[src/sv/pdnc_pkg.sv]
// Shared types and constants for the perspective divide / near clip unit.
package pdnc_pkg;

   localparam int REG_W   = 32;  // configuration register and coordinate port width
   localparam int DEPTH_W = 33;  // exact difference of two 32-bit values
   localparam int ADDR_W  = 3;

   typedef enum logic [ADDR_W-1:0] {
      REG_CLIP_ENABLE  = 3'd0,
      REG_NEAR_PLANE   = 3'd1,
      REG_DEPTH_OFFSET = 3'd2,
      REG_CLIP_MARKER  = 3'd3,
      REG_CLIP_NUDGE   = 3'd4
   } reg_index_type;

   localparam logic              RST_CLIP_ENABLE  = 1'b1;
   localparam logic [REG_W-1:0]  RST_NEAR_PLANE   = 32'sd1;
   localparam logic [REG_W-1:0]  RST_DEPTH_OFFSET = 32'sd0;
   localparam logic [REG_W-1:0]  RST_CLIP_MARKER  = -32'sd5000;
   localparam logic [REG_W-1:0]  RST_CLIP_NUDGE   = -32'sd5001;

   // Per-vertex side info that rides along the divider chain.
   typedef struct packed {
      logic               neg_x;
      logic               neg_y;
      logic               zero_div;
      logic               clip;
      logic               last;
      logic [DEPTH_W-1:0] depth;
   } side_type;

endpackage

[src/sv/pdnc_out.sv]
// Result stage: sign fix, saturation, clip sentinel and nudge, output register.
module pdnc_out import pdnc_pkg::*; #(
   parameter int W = 32
) (
   input  logic               clock,
   input  logic               reset,
   input  logic               in_valid,
   output logic               in_ready,
   input  logic [W-1:0]       in_qx,
   input  logic [W-1:0]       in_qy,
   input  side_type           in_side,
   input  logic               clip_enable,
   input  logic [REG_W-1:0]   clip_marker,
   input  logic [REG_W-1:0]   clip_nudge,
   output logic               out_valid,
   input  logic               out_ready,
   output logic [REG_W-1:0]   out_x,
   output logic [REG_W-1:0]   out_y,
   output logic [DEPTH_W-1:0] out_depth,
   output logic               out_clipped,
   output logic               out_div_zero,
   output logic               out_last
);

   localparam logic [W-1:0] QMAX = {1'b0, {(W-1){1'b1}}};

   logic                valid_ff;
   logic [REG_W-1:0]    x_ff, y_ff;
   logic [DEPTH_W-1:0]  depth_ff;
   logic                clipped_ff, div_zero_ff, last_ff;

   logic signed [W-1:0] sx_w, sy_w;
   logic [REG_W-1:0]    sx32, sy32, x_in;

   function automatic logic [W-1:0] fix_sign(input logic [W-1:0] q, input logic neg);
      logic [W-1:0] r;
      if (neg)           r = ~q + 1'b1;
      else if (q[W-1])   r = QMAX;      // most negative over minus one
      else               r = q;
      return r;
   endfunction

   always_comb begin
      sx_w = in_side.zero_div ? '0 : fix_sign(in_qx, in_side.neg_x);
      sy_w = in_side.zero_div ? '0 : fix_sign(in_qy, in_side.neg_y);
      sx32 = REG_W'(sx_w);
      sy32 = REG_W'(sy_w);
      if (in_side.clip)
         x_in = clip_marker;
      else if (clip_enable && sx32 == clip_marker)
         x_in = clip_nudge;
      else
         x_in = sx32;
   end

   assign in_ready = !valid_ff || out_ready;

   always_ff @(posedge clock) begin
      if (reset) begin
         valid_ff <= 1'b0;
      end else if (in_ready) begin
         valid_ff <= in_valid;
      end
   end

   always_ff @(posedge clock) begin
      if (in_ready && in_valid) begin
         x_ff        <= x_in;
         y_ff        <= sy32;
         depth_ff    <= in_side.depth;
         clipped_ff  <= in_side.clip;
         div_zero_ff <= in_side.zero_div;
         last_ff     <= in_side.last;
      end
   end

   assign out_valid    = valid_ff;
   assign out_x        = x_ff;
   assign out_y        = y_ff;
   assign out_depth    = depth_ff;
   assign out_clipped  = clipped_ff;
   assign out_div_zero = div_zero_ff;
   assign out_last     = last_ff;

endmodule

[config.mk]
export PLATFORM = sky130hd
export DESIGN_NAME = pdnc_out
export DESIGN_NICKNAME = d
export VERILOG_FILES = /design/src/sv/pdnc_pkg.sv /design/src/sv/pdnc_out.sv
export SDC_FILE = /design/constraint.sdc
export NUM_CORES = 1
export LEC_CHECK = 0
export CORE_MARGIN = 2
export CORE_UTILIZATION = 65
export CTS_CLUSTER_DIAMETER = 200
export DETAILED_ROUTE_END_ITERATION = 16
export DONT_BUFFER_PORTS = 1
export PLACE_DENSITY = 0.81
export REMOVE_ABC_BUFFERS = 1
export SYNTH_ARGS = -nofsm -noshare
export SYNTH_HDL_FRONTEND = slang
export SYNTH_SLANG_ARGS = --single-unit
[constraint.sdc]
create_clock -name clock -period 5.2 [get_ports clock]
set_input_delay 0.52 -clock clock [delete_from_list [all_inputs] [get_ports clock]]
set_output_delay 0.52 -clock clock [all_outputs]
set_load 0.02 [all_outputs]
==> flow_summary.toml <==
[status]
run_status = "completed"

[worst_setup_path]
critical-path-slowest-cell = "sky130_fd_sc_hd__nor3b_1"
worst-setup-path-type = "in2reg"
crit_fanout = 33
rr_endpoint = "out_y[10]$_SDFFCE_PP0P_"
reg2reg_depth = 3
launching_element_type_of_the_critical_path = "input pin"
timing.critical_path.to_type = "flop"
endpoint = "out_x[19]$_DFFE_PP_"
critical_path_required_ps = 5440
cp_cell_sequence = "inv_1 > ha_1 > nor3b_1 > nand4_1 > nor3_1 > a31oi_1 > a2111o_1 > or4_1 > buf_4 > or4_1 > o211ai_1"
reg2reg_setup_slack_ps = 2830
crit_arrival_ps = 4380
regToRegStartpoint = "out_valid$_SDFFE_PP0N_"
critical-path-top-cell-by-count = "sky130_fd_sc_hd__or4_1"
timing.critical_path.from = "in_qx[0]"
cp_slowest_stage_delay_ps = 610

[worst_hold_path]
min-delay-path-class = "in2reg"

[yosys]
share_of_the_yosys_chip_area_belonging_to_registers_pct = 42.4
synthCells = 805
synth.largest_area_cell = "sky130_fd_sc_hd__edfxtp_1"
synth_async_sr_flop_share_pct = 0
syn-mean-instance-area_um2 = 8.86
synth_enable_flop_cells = 100
cell_area_synth_um2 = 7130
netlist-cell-type-count = 77
synth_flop_cell = "sky130_fd_sc_hd__edfxtp_1"
synth_area_leaders = "sky130_fd_sc_hd__edfxtp_1 42%, sky130_fd_sc_hd__nor2_1 5.8%, sky130_fd_sc_hd__nand2_1 3.8%"
synth.top_cells.by_count = "110 x sky130_fd_sc_hd__nor2_1, 100 x sky130_fd_sc_hd__edfxtp_1, 73 x sky130_fd_sc_hd__nand2_1"
yosysWarnings = 0
netlist.area_leader.share_pct = 42.1
post-synth-top-count-cell = "sky130_fd_sc_hd__nor2_1"
ys_seq_elements = 101

[die]
ios = 273
core_area_um2 = 10800
fp-row-count = 38
dieArea_um2 = 11800
floorplan.initialDensity_pct = 66.1
dieWidth_um = 109
chipHeight_um = 109

[finish]
number_of_filler_instances_in_the_final_layout = 854
regArea_um2 = 3020
area.growth.synth_to_final_pct = 2.19
final_area_um2 = 7290
layout.nets = 931
multi_input_area_um2 = 3660
layout-drive-gt1-share_pct = 7.47

[sta]
max_freq_mhz = 242
clock-skew-final_ps = 10.1
setup-violations-final = 0
hold_viol_final = 0
layout_min_cycle_time_ps = 4140
final_min_period_over_clock_period_pct = 79.6
tightestPinTransition_ps = 937
totalNegativeSetupSlack_ps = 0
slew_headroom_pct = 36.6
postLayoutSetupSlackWorst_ps = 1060
final_max_slew_viol_count = 0
unrepaired_setup_endpoints_after_global_routing = "false"

[detailed_routing]
postRouteAntennaNets = 0
first_drt_iteration_drcs = 814
dr_total_vias = 6757
detail_route.wl_per_cell_um = 24.7
totalWireLength_um = 22400
routed_via_density = 7.47
drt_first_pass_iters = 6
drc = 0

[clocking]
cts-buffers-inserted = 9
ctsLongestPathBuffers = 2
clk_pin_slew_ps = 120
clk_root_buffer_cell = "sky130_fd_sc_hd__clkbuf_8"
hold_buf_count_cts = 0
post_cts_setup_buffer_count = 0
htreeDepth = 3
clkLatencyLatePin_ps = 390
cts_num_sinks = 101
tritoncts_clock_tree = "done"
post_cts_resized = 0

[global_routing]
groute.usage.overall_pct = 37.0
pin_count_of_the_biggest_net_entering_global_routing = 88
grt_first_pass_wirelength_um = 33800
vias_in_the_first_global_route = 6335
grt_antenna_before_repair = 0
overflow = 0

[pwr]
power-per-cell-area_nw_per_um2 = 249
max-vdd-ir-drop_v = 0.000157
report.power.total_mw = 1.81
static-leakage-power_nw = 2.37

[placement]
half_perimeter_wire_length_after_placement_um = 16100
place_congestion = 0.945
port_buffers = 0
placement_cell_area_um2 = 7090
worst_slack_at_placement_ps = 749

[flow_run]
drv_cap = 0
registers in the layout, summed over array words and instances (netlist names):
signal        cells
out_y            32
out_valid         1
out_div_zero      1
out_last          1
out_clipped       1
out_x            32
out_depth        33
cells by family after synthesis:
kind of cell	count (synthesis)	share of synthesized area [%]
adders and majority gates	2	0.351
AOI/OAI and AO/OA	215	22.4
muxes	9	1.30
buffers and inverters	111	6.39
DFF	101	42.4
xor gates and xnor gates	18	2.21
and+or+nand+nor	349	24.9
critical path: cells and delay by family:
kind                       cells  cell delay [ps]
AOI/OAI and AO/OA              3              690
adders and majority gates      1              280
buffers and inverters          2              300
and+or+nand+nor                5             2550
per-stage QoR:
step	hold WS (ps)	std cells	utilization (%)
final	186	904	67.5
after global routing	170	903	67.5
after CTS	171	903	67.5
after detailed placement	593	887	65.7
after global placement	590	887	65.7
after floorplan	589	739	-
report_power, final:
group | total [mW] | switching, mW | internal (mW)
logic | 0.229 | 0.133 | 0.0964
registers | 1.06 | 0.0925 | 0.968
clock network | 0.525 | 0.333 | 0.192
total | 1.81 | 0.558 | 1.26
cell usage in the layout, fill, tap and decap left out, types with 20 or more instances in the layout:
| cell type | count |
|---|---|
| sky130_fd_sc_hd__o21ai_0 | 42 |
| sky130_fd_sc_hd__nand2_1 | 73 |
| sky130_fd_sc_hd__nor3_1 | 32 |
| sky130_fd_sc_hd__nor2_1 | 110 |
| sky130_fd_sc_hd__o311ai_1 | 27 |
| sky130_fd_sc_hd__edfxtp_1 | 100 |
| sky130_fd_sc_hd__nor4_1 | 27 |
| sky130_fd_sc_hd__or3_1 | 20 |
| sky130_fd_sc_hd__a311oi_1 | 21 |
| sky130_fd_sc_hd__a21oi_1 | 26 |
| sky130_fd_sc_hd__inv_1 | 44 |
layer usage:
metal  track usage [%]  part of all wire, %  vias up
met5                 0                    0        -
met4              13.1                  2.9        0
met3              14.2                   13       68
met2              63.3                   50      473
met1              42.1                   34     3204
li1                  -                    -     3012
layout make-up:
class	count	share of cell area (%)
multi-input combinational	593	50.2
sequential	101	41.5
tap	140	2.40
inverter	45	2.32
clock buffer	9	1.70
clock inverter	7	0.996
timing repair buffer	8	0.824
antenna	1	0.0343
how the worst min path moves through the flow:
stage,startpoint,end,depth (start not counted)
global placement,reset,out_valid$_SDFFE_PP0N_,1
global route,reset,out_valid$_SDFFE_PP0N_,1
CTS,reset,out_valid$_SDFFE_PP0N_,1
detailed placement,reset,out_valid$_SDFFE_PP0N_,1
floorplan,reset,out_valid$_SDFFE_PP0N_,1
finish,reset,out_valid$_SDFFE_PP0N_,1
No activity file was read; power rests on OpenSTA's default activity.
