$ cat src/sv/pdnc_pkg.sv
// Shared types and constants for the perspective divide / near clip unit.
package pdnc_pkg;

   localparam int REG_W   = 32;  // configuration register and coordinate port width
   localparam int DEPTH_W = 33;  // exact difference of two 32-bit values
   localparam int ADDR_W  = 3;

   typedef enum logic [ADDR_W-1:0] {
      REG_CLIP_ENABLE  = 3'd0,
      REG_NEAR_PLANE   = 3'd1,
      REG_DEPTH_OFFSET = 3'd2,
      REG_CLIP_MARKER  = 3'd3,
      REG_CLIP_NUDGE   = 3'd4
   } reg_index_type;

   localparam logic              RST_CLIP_ENABLE  = 1'b1;
   localparam logic [REG_W-1:0]  RST_NEAR_PLANE   = 32'sd1;
   localparam logic [REG_W-1:0]  RST_DEPTH_OFFSET = 32'sd0;
   localparam logic [REG_W-1:0]  RST_CLIP_MARKER  = -32'sd5000;
   localparam logic [REG_W-1:0]  RST_CLIP_NUDGE   = -32'sd5001;

   // Per-vertex side info that rides along the divider chain.
   typedef struct packed {
      logic               neg_x;
      logic               neg_y;
      logic               zero_div;
      logic               clip;
      logic               last;
      logic [DEPTH_W-1:0] depth;
   } side_type;

endpackage

$ cat src/sv/pdnc_cell.sv
// One restoring-division step for the x and y lanes, with its pipeline register.
module pdnc_cell import pdnc_pkg::*; #(
   parameter int W = 32
) (
   input  logic         clock,
   input  logic         reset,
   input  logic         up_valid,
   output logic         up_ready,
   input  logic [W-1:0] up_div,
   input  logic [W-1:0] up_xrem,
   input  logic [W-1:0] up_xa,
   input  logic [W-1:0] up_yrem,
   input  logic [W-1:0] up_ya,
   input  side_type     up_side,
   output logic         dn_valid,
   input  logic         dn_ready,
   output logic [W-1:0] dn_div,
   output logic [W-1:0] dn_xrem,
   output logic [W-1:0] dn_xa,
   output logic [W-1:0] dn_yrem,
   output logic [W-1:0] dn_ya,
   output side_type     dn_side
);

   logic         valid_ff;
   logic [W-1:0] div_ff, xrem_ff, xa_ff, yrem_ff, ya_ff;
   side_type     side_ff;

   logic [W:0]   xt, xd, yt, yd;
   logic [W-1:0] xrem_in, xa_in, yrem_in, ya_in;

   // shift next dividend bit into the partial remainder, try subtracting
   assign xt = {up_xrem, up_xa[W-1]};
   assign yt = {up_yrem, up_ya[W-1]};
   assign xd = xt - {1'b0, up_div};
   assign yd = yt - {1'b0, up_div};

   always_comb begin
      xrem_in = xd[W] ? xt[W-1:0] : xd[W-1:0];
      yrem_in = yd[W] ? yt[W-1:0] : yd[W-1:0];
      xa_in   = {up_xa[W-2:0], ~xd[W]};
      ya_in   = {up_ya[W-2:0], ~yd[W]};
   end

   assign up_ready = !valid_ff || dn_ready;

   always_ff @(posedge clock) begin
      if (reset) begin
         valid_ff <= 1'b0;
      end else if (up_ready) begin
         valid_ff <= up_valid;
      end
   end

   always_ff @(posedge clock) begin
      if (up_ready && up_valid) begin
         div_ff  <= up_div;
         xrem_ff <= xrem_in;
         xa_ff   <= xa_in;
         yrem_ff <= yrem_in;
         ya_ff   <= ya_in;
         side_ff <= up_side;
      end
   end

   assign dn_valid = valid_ff;
   assign dn_div   = div_ff;
   assign dn_xrem  = xrem_ff;
   assign dn_xa    = xa_ff;
   assign dn_yrem  = yrem_ff;
   assign dn_ya    = ya_ff;
   assign dn_side  = side_ff;

endmodule

$ cat config.mk
export PLATFORM = sky130hd
export DESIGN_NAME = pdnc_cell
export DESIGN_NICKNAME = d
export VERILOG_FILES = /design/src/sv/pdnc_pkg.sv /design/src/sv/pdnc_cell.sv
export SDC_FILE = /design/constraint.sdc
export NUM_CORES = 1
export LEC_CHECK = 0
export BUFFER_PORTS_ARGS = -buffer_cell sky130_fd_sc_hd__buf_2
export CORE_AREA = 5 5 151 153
export CTS_BUF_LIST = sky130_fd_sc_hd__clkbuf_4
export CTS_CLUSTER_DIAMETER = 150
export DETAILED_ROUTE_END_ITERATION = 16
export DIE_AREA = 0 0 156 158
export GPL_ROUTABILITY_DRIVEN = 0
export PLACE_DENSITY = 0.84
export SYNTH_ARGS = -nofsm -noshare
export SYNTH_HDL_FRONTEND = slang
export SYNTH_SLANG_ARGS = --single-unit
$ cat constraint.sdc
create_clock -name clock -period 10.1 [get_ports clock]
set_input_delay 2.02 -clock clock [delete_from_list [all_inputs] [get_ports clock]]
set_output_delay 2.02 -clock clock [all_outputs]
set_load 0.02 [all_outputs]
==> run summary <==
In this run, distinct cell masters in the synthesized netlist total 65. The hold buffer count at cts is 0, and the synthesized cell area is 0.0103 mm². The logs give 2 for the buffer depth of the longest clock path and 0.0214 mm² for the core area. Once the floorplan was initialized, standard cells occupied 47.9% of the core.

The floorplan step set the die height to 158 µm. The residual antenna-violating net count after detailed routing is 0, and the number of synthesized register bits is 199. The depth of the CTS H-tree came out at 4. The worst ir drop on vdd was 0.0860 mV; the worst-path maximum fanout was 38.

The mean instance size in the synthesized netlist was 12.9 µm². The run finished with clean final reports. Relative to the synthesized area, the layout overhead comes to 25.9%. The count of max-cap constraint violations was 0.

The number of failing hold endpoints at the final stage came out at 0. The critical path goes through buf_2, inv_1, ha_1, fa_1, nor2b_1, o31ai_2, a31oi_1, o31ai_1, a21oi_1, o221ai_2, xor2_4, buf_4, inv_2, mux2_1. The final critical-path share of the clock period came out at 50.3%. The floorplan step set the die width to 156 µm. Setup repair after global routing left no endpoint under its margin.

The tools report the number of standard cells in the final layout excluding fillers as 1504. Summing internal, switching and leakage power gives 2.04 mW. Before antenna repair, the detailed router went through 5 iterations. Grouping stages by cell kind, the critical path spends the most delay in compound AO/OA/AOI/OAI gates. On the worst path, the slowest cell contributes a delay of 0.43 ns. Counting every net in the synthesized netlist gives 1060. For the buffer count from post-CTS setup fixing, the log shows 0.

Data arrives at the worst endpoint at 5.40 ns. The number of slew-limit violations in the final report is 0, and the post-synthesis cell count is 792. The tools report the number of clock sinks as 199.

After detailed routing, the number of vias per cell comes to 5.28. Based on the critical path, the design can be clocked at up to 0.197 GHz. For this run, the total global-route usage over all layers was measured as 23.7%. The tools report the sum of net half-perimeters after detailed placement as 24900 µm.

The worst setup path is captured at a register. Counting flops with a built-in enable in the synthesized netlist gives 198. The logs give 0 for the count of yosys warnings during synthesis and 0.0246 mm² for the die area.

Dividing the detail-routed wire length by the instance count gives 20.5 µm. The critical path launch point type was an input pin. The filler cell count in the final layout is 1769, and the pre-CTS worst setup slack is 4.40 ns. The power density over the cells is 158 mW/mm². The sequential cells in the finished layout cover a total of 0.00597 mm². The required arrival time at the worst endpoint came out at 10.42 ns.

The tools report the root buffer cell as sky130_fd_sc_hd__clkbuf_4. After detailed routing, the number of remaining DRC violations is 0. Vias after detailed routing: 7942.

The worst min-delay path class is reg -> reg. Clock-pin slew was measured on the worst setup and hold paths at 0.20 ns. Buffers placed on the I/O ports in this run total 401. The tools report the count of final setup violators as 0. The dominant synthesized flop cell is sky130_fd_sc_hd__edfxtp_1.

The tools report the maximum number of pins on one net before global-route repair as 83. Setup slack closes at 5.02 ns. The logs give 7851 for the number of global-route vias before repair and 17 for the TritonCTS buffer count. At the end of the flow, the number of nets in the layout was 1465. The transition at the pin with the smallest max-transition slack was 1.08 ns.

Count of pins on the block boundary: 402. Of the synthesized area, sequential elements account for 58.2%. In the final layout, the share of cells above drive strength 1 is 40.2%.

Critical setup path kind: in -> reg. The logs give 0.0271 ns for the clock skew after layout and 554 for the iteration-0 DRC count of the detailed router. The area used by multi-input combinational logic was 0.00401 mm²; the post-placement cell count was 1458. Clock latency on the worst-skew pair, taken at its later pin, is 0.56 ns. The initial antenna violation count was 14; the post-synthesis async set-or-reset flop share was 0%. The cell with the biggest individual delay on the critical path was sky130_fd_sc_hd__buf_4. The first global-routing pass estimated 44300 µm of wire. After global routing the overflow that remains totals 0.

The logs give 0 ns for the total negative setup slack and 27.8% for the headroom to the max-slew limit. Counting both buffers and inverters, the worst setup path holds a total of 4. The minimum period implied by the final worst setup slack came out at 5.08 ns. The final layout contains routed wiring with a total length of 30800 µm. The reported leakage power was 5.79 nW.

TritonCTS built the clock tree. The initialized floorplan defines 54 standard-cell rows. The tools report the post-cts resize count as 0.
## power by group
group          switching [mW]  internal (mW)  total [mW]
sequential             0.0178           1.00        1.02
clock                   0.328          0.121       0.449
combinational           0.343          0.223       0.566
## per-layer routing
metal  global-route usage (%)  share of wire, %  routed length, µm
met4                     9.30               2.8                865
met3                     5.77               7.3               2250
met5                        0             0.081                 25
met1                     28.2                38              11900
met2                     41.6                51              15800
## cells in the final DEF, fill, tap and decap left out, types with 7 or more instances in the layout
cell                       synthesis  routed
sky130_fd_sc_hd__buf_2             4     401
sky130_fd_sc_hd__edfxtp_1        198     198
sky130_fd_sc_hd__ha_1             64      64
sky130_fd_sc_hd__nand2_1          62      62
sky130_fd_sc_hd__a21oi_1          56      56
sky130_fd_sc_hd__o21ai_0          51      51
sky130_fd_sc_hd__inv_1            50      50
sky130_fd_sc_hd__xnor2_1          27      27
sky130_fd_sc_hd__nor2_1           26      26
sky130_fd_sc_hd__mux2_4           25      25
sky130_fd_sc_hd__xor2_1           24      24
sky130_fd_sc_hd__a21o_1           23      23
sky130_fd_sc_hd__clkbuf_4          0      17
sky130_fd_sc_hd__diode_2           0      14
sky130_fd_sc_hd__nand3_1          12      12
sky130_fd_sc_hd__a31oi_1          12      12
sky130_fd_sc_hd__nand4_1          10      10
sky130_fd_sc_hd__and3_1           10      10
sky130_fd_sc_hd__and2_1           10       9
sky130_fd_sc_hd__nor2b_1           8       8
sky130_fd_sc_hd__nand2b_1          8       8
sky130_fd_sc_hd__o21bai_1          7       7
## tightest hold or removal path: stages, from the launching register on
cell                       delay (ns)
sky130_fd_sc_hd__dfxtp_1         0.35
sky130_fd_sc_hd__nand2b_1        0.10
sky130_fd_sc_hd__a21oi_1         0.07
## through the flow
stage	utilization [%]	cell area (µm²)	hold slack, ns
after floorplan	-	10300	0.729
after global placement	58.6	12600	0.504
after detailed placement	58.6	12600	0.512
after CTS	60.1	12900	0.534
after global routing	60.2	12900	0.566
final	60.3	12900	0.533
## sequential cells by signal, summed over array words and instances, names as in the netlist
name	flops
dn_side	38
dn_div	32
dn_xa	32
dn_xrem	32
dn_ya	32
dn_yrem	32
dn_valid	1
## worst paths after layout
check                        startpoint                    end  slack (ns)  depth (start not counted)
setup reg to reg  dn_valid$_SDFFE_PP0N_     dn_xa[3]$_DFFE_PP_        7.50                          3
hold reg to reg   dn_valid$_SDFFE_PP0N_  dn_valid$_SDFFE_PP0N_        0.53                          2
hold / removal    dn_valid$_SDFFE_PP0N_  dn_valid$_SDFFE_PP0N_        0.53                          2
setup / recovery              up_xa[31]  dn_xrem[15]$_DFFE_PP_        5.02                         14
## cell usage after synthesis, types with 3 or more instances
master                        n  area share [%]
sky130_fd_sc_hd__edfxtp_1   198              58
sky130_fd_sc_hd__ha_1        64             7.8
sky130_fd_sc_hd__nand2_1     62             2.3
sky130_fd_sc_hd__a21oi_1     56             2.7
sky130_fd_sc_hd__o21ai_0     51             2.5
sky130_fd_sc_hd__inv_1       50             1.8
sky130_fd_sc_hd__xnor2_1     27             2.3
sky130_fd_sc_hd__nor2_1      26            0.95
sky130_fd_sc_hd__mux2_4      25             3.7
sky130_fd_sc_hd__xor2_1      24             2.0
sky130_fd_sc_hd__a21o_1      23             1.7
sky130_fd_sc_hd__a31oi_1     12            0.73
sky130_fd_sc_hd__clkbuf_1    12            0.44
sky130_fd_sc_hd__nand3_1     12            0.59
sky130_fd_sc_hd__and2_1      10            0.61
sky130_fd_sc_hd__and3_1      10            0.61
sky130_fd_sc_hd__nand4_1     10            0.61
sky130_fd_sc_hd__nand2b_1     8            0.49
sky130_fd_sc_hd__nor2b_1      8            0.49
sky130_fd_sc_hd__o21bai_1     7            0.51
sky130_fd_sc_hd__o21a_1       6            0.44
sky130_fd_sc_hd__o31ai_1      6            0.44
sky130_fd_sc_hd__mux2_1       5            0.55
sky130_fd_sc_hd__a211oi_1     4            0.29
sky130_fd_sc_hd__and4_1       4            0.34
sky130_fd_sc_hd__buf_2        4            0.20
sky130_fd_sc_hd__mux2_2       4            0.44
sky130_fd_sc_hd__mux2i_1      4            0.39
sky130_fd_sc_hd__a2111oi_0    3            0.26
sky130_fd_sc_hd__a211o_1      3            0.26
sky130_fd_sc_hd__a31o_2       3            0.26
sky130_fd_sc_hd__buf_6        3            0.33
sky130_fd_sc_hd__nor3_1       3            0.15
sky130_fd_sc_hd__or2_2        3            0.18
## cell families (layout without fill, tap and decap cells)
family | count (synthesis) | after routing | share of synthesized area [%]
muxes | 38 | 38 | 5.04
and+or+nand+nor | 160 | 160 | 7.59
AOI/OAI and AO/OA | 206 | 206 | 13.4
DFF | 199 | 199 | 58.2
adders and majority gates | 66 | 66 | 8.20
xor gates and xnor gates | 53 | 53 | 4.78
buffers and inverters | 70 | 488 | 2.83
other | 0 | 14 | 0
## cell type report
class	instances	share of cell area, %
Antenna cell	14	0.271
Clock buffer	17	0.989
Clock inverter	15	1.46
Inverter	51	1.48
Multi-Input combinational cell	523	31.1
Sequential cell	199	46.2
Tap cell	280	2.71
Timing Repair Buffer	405	15.8
No activity file was read; power rests on OpenSTA's default activity.
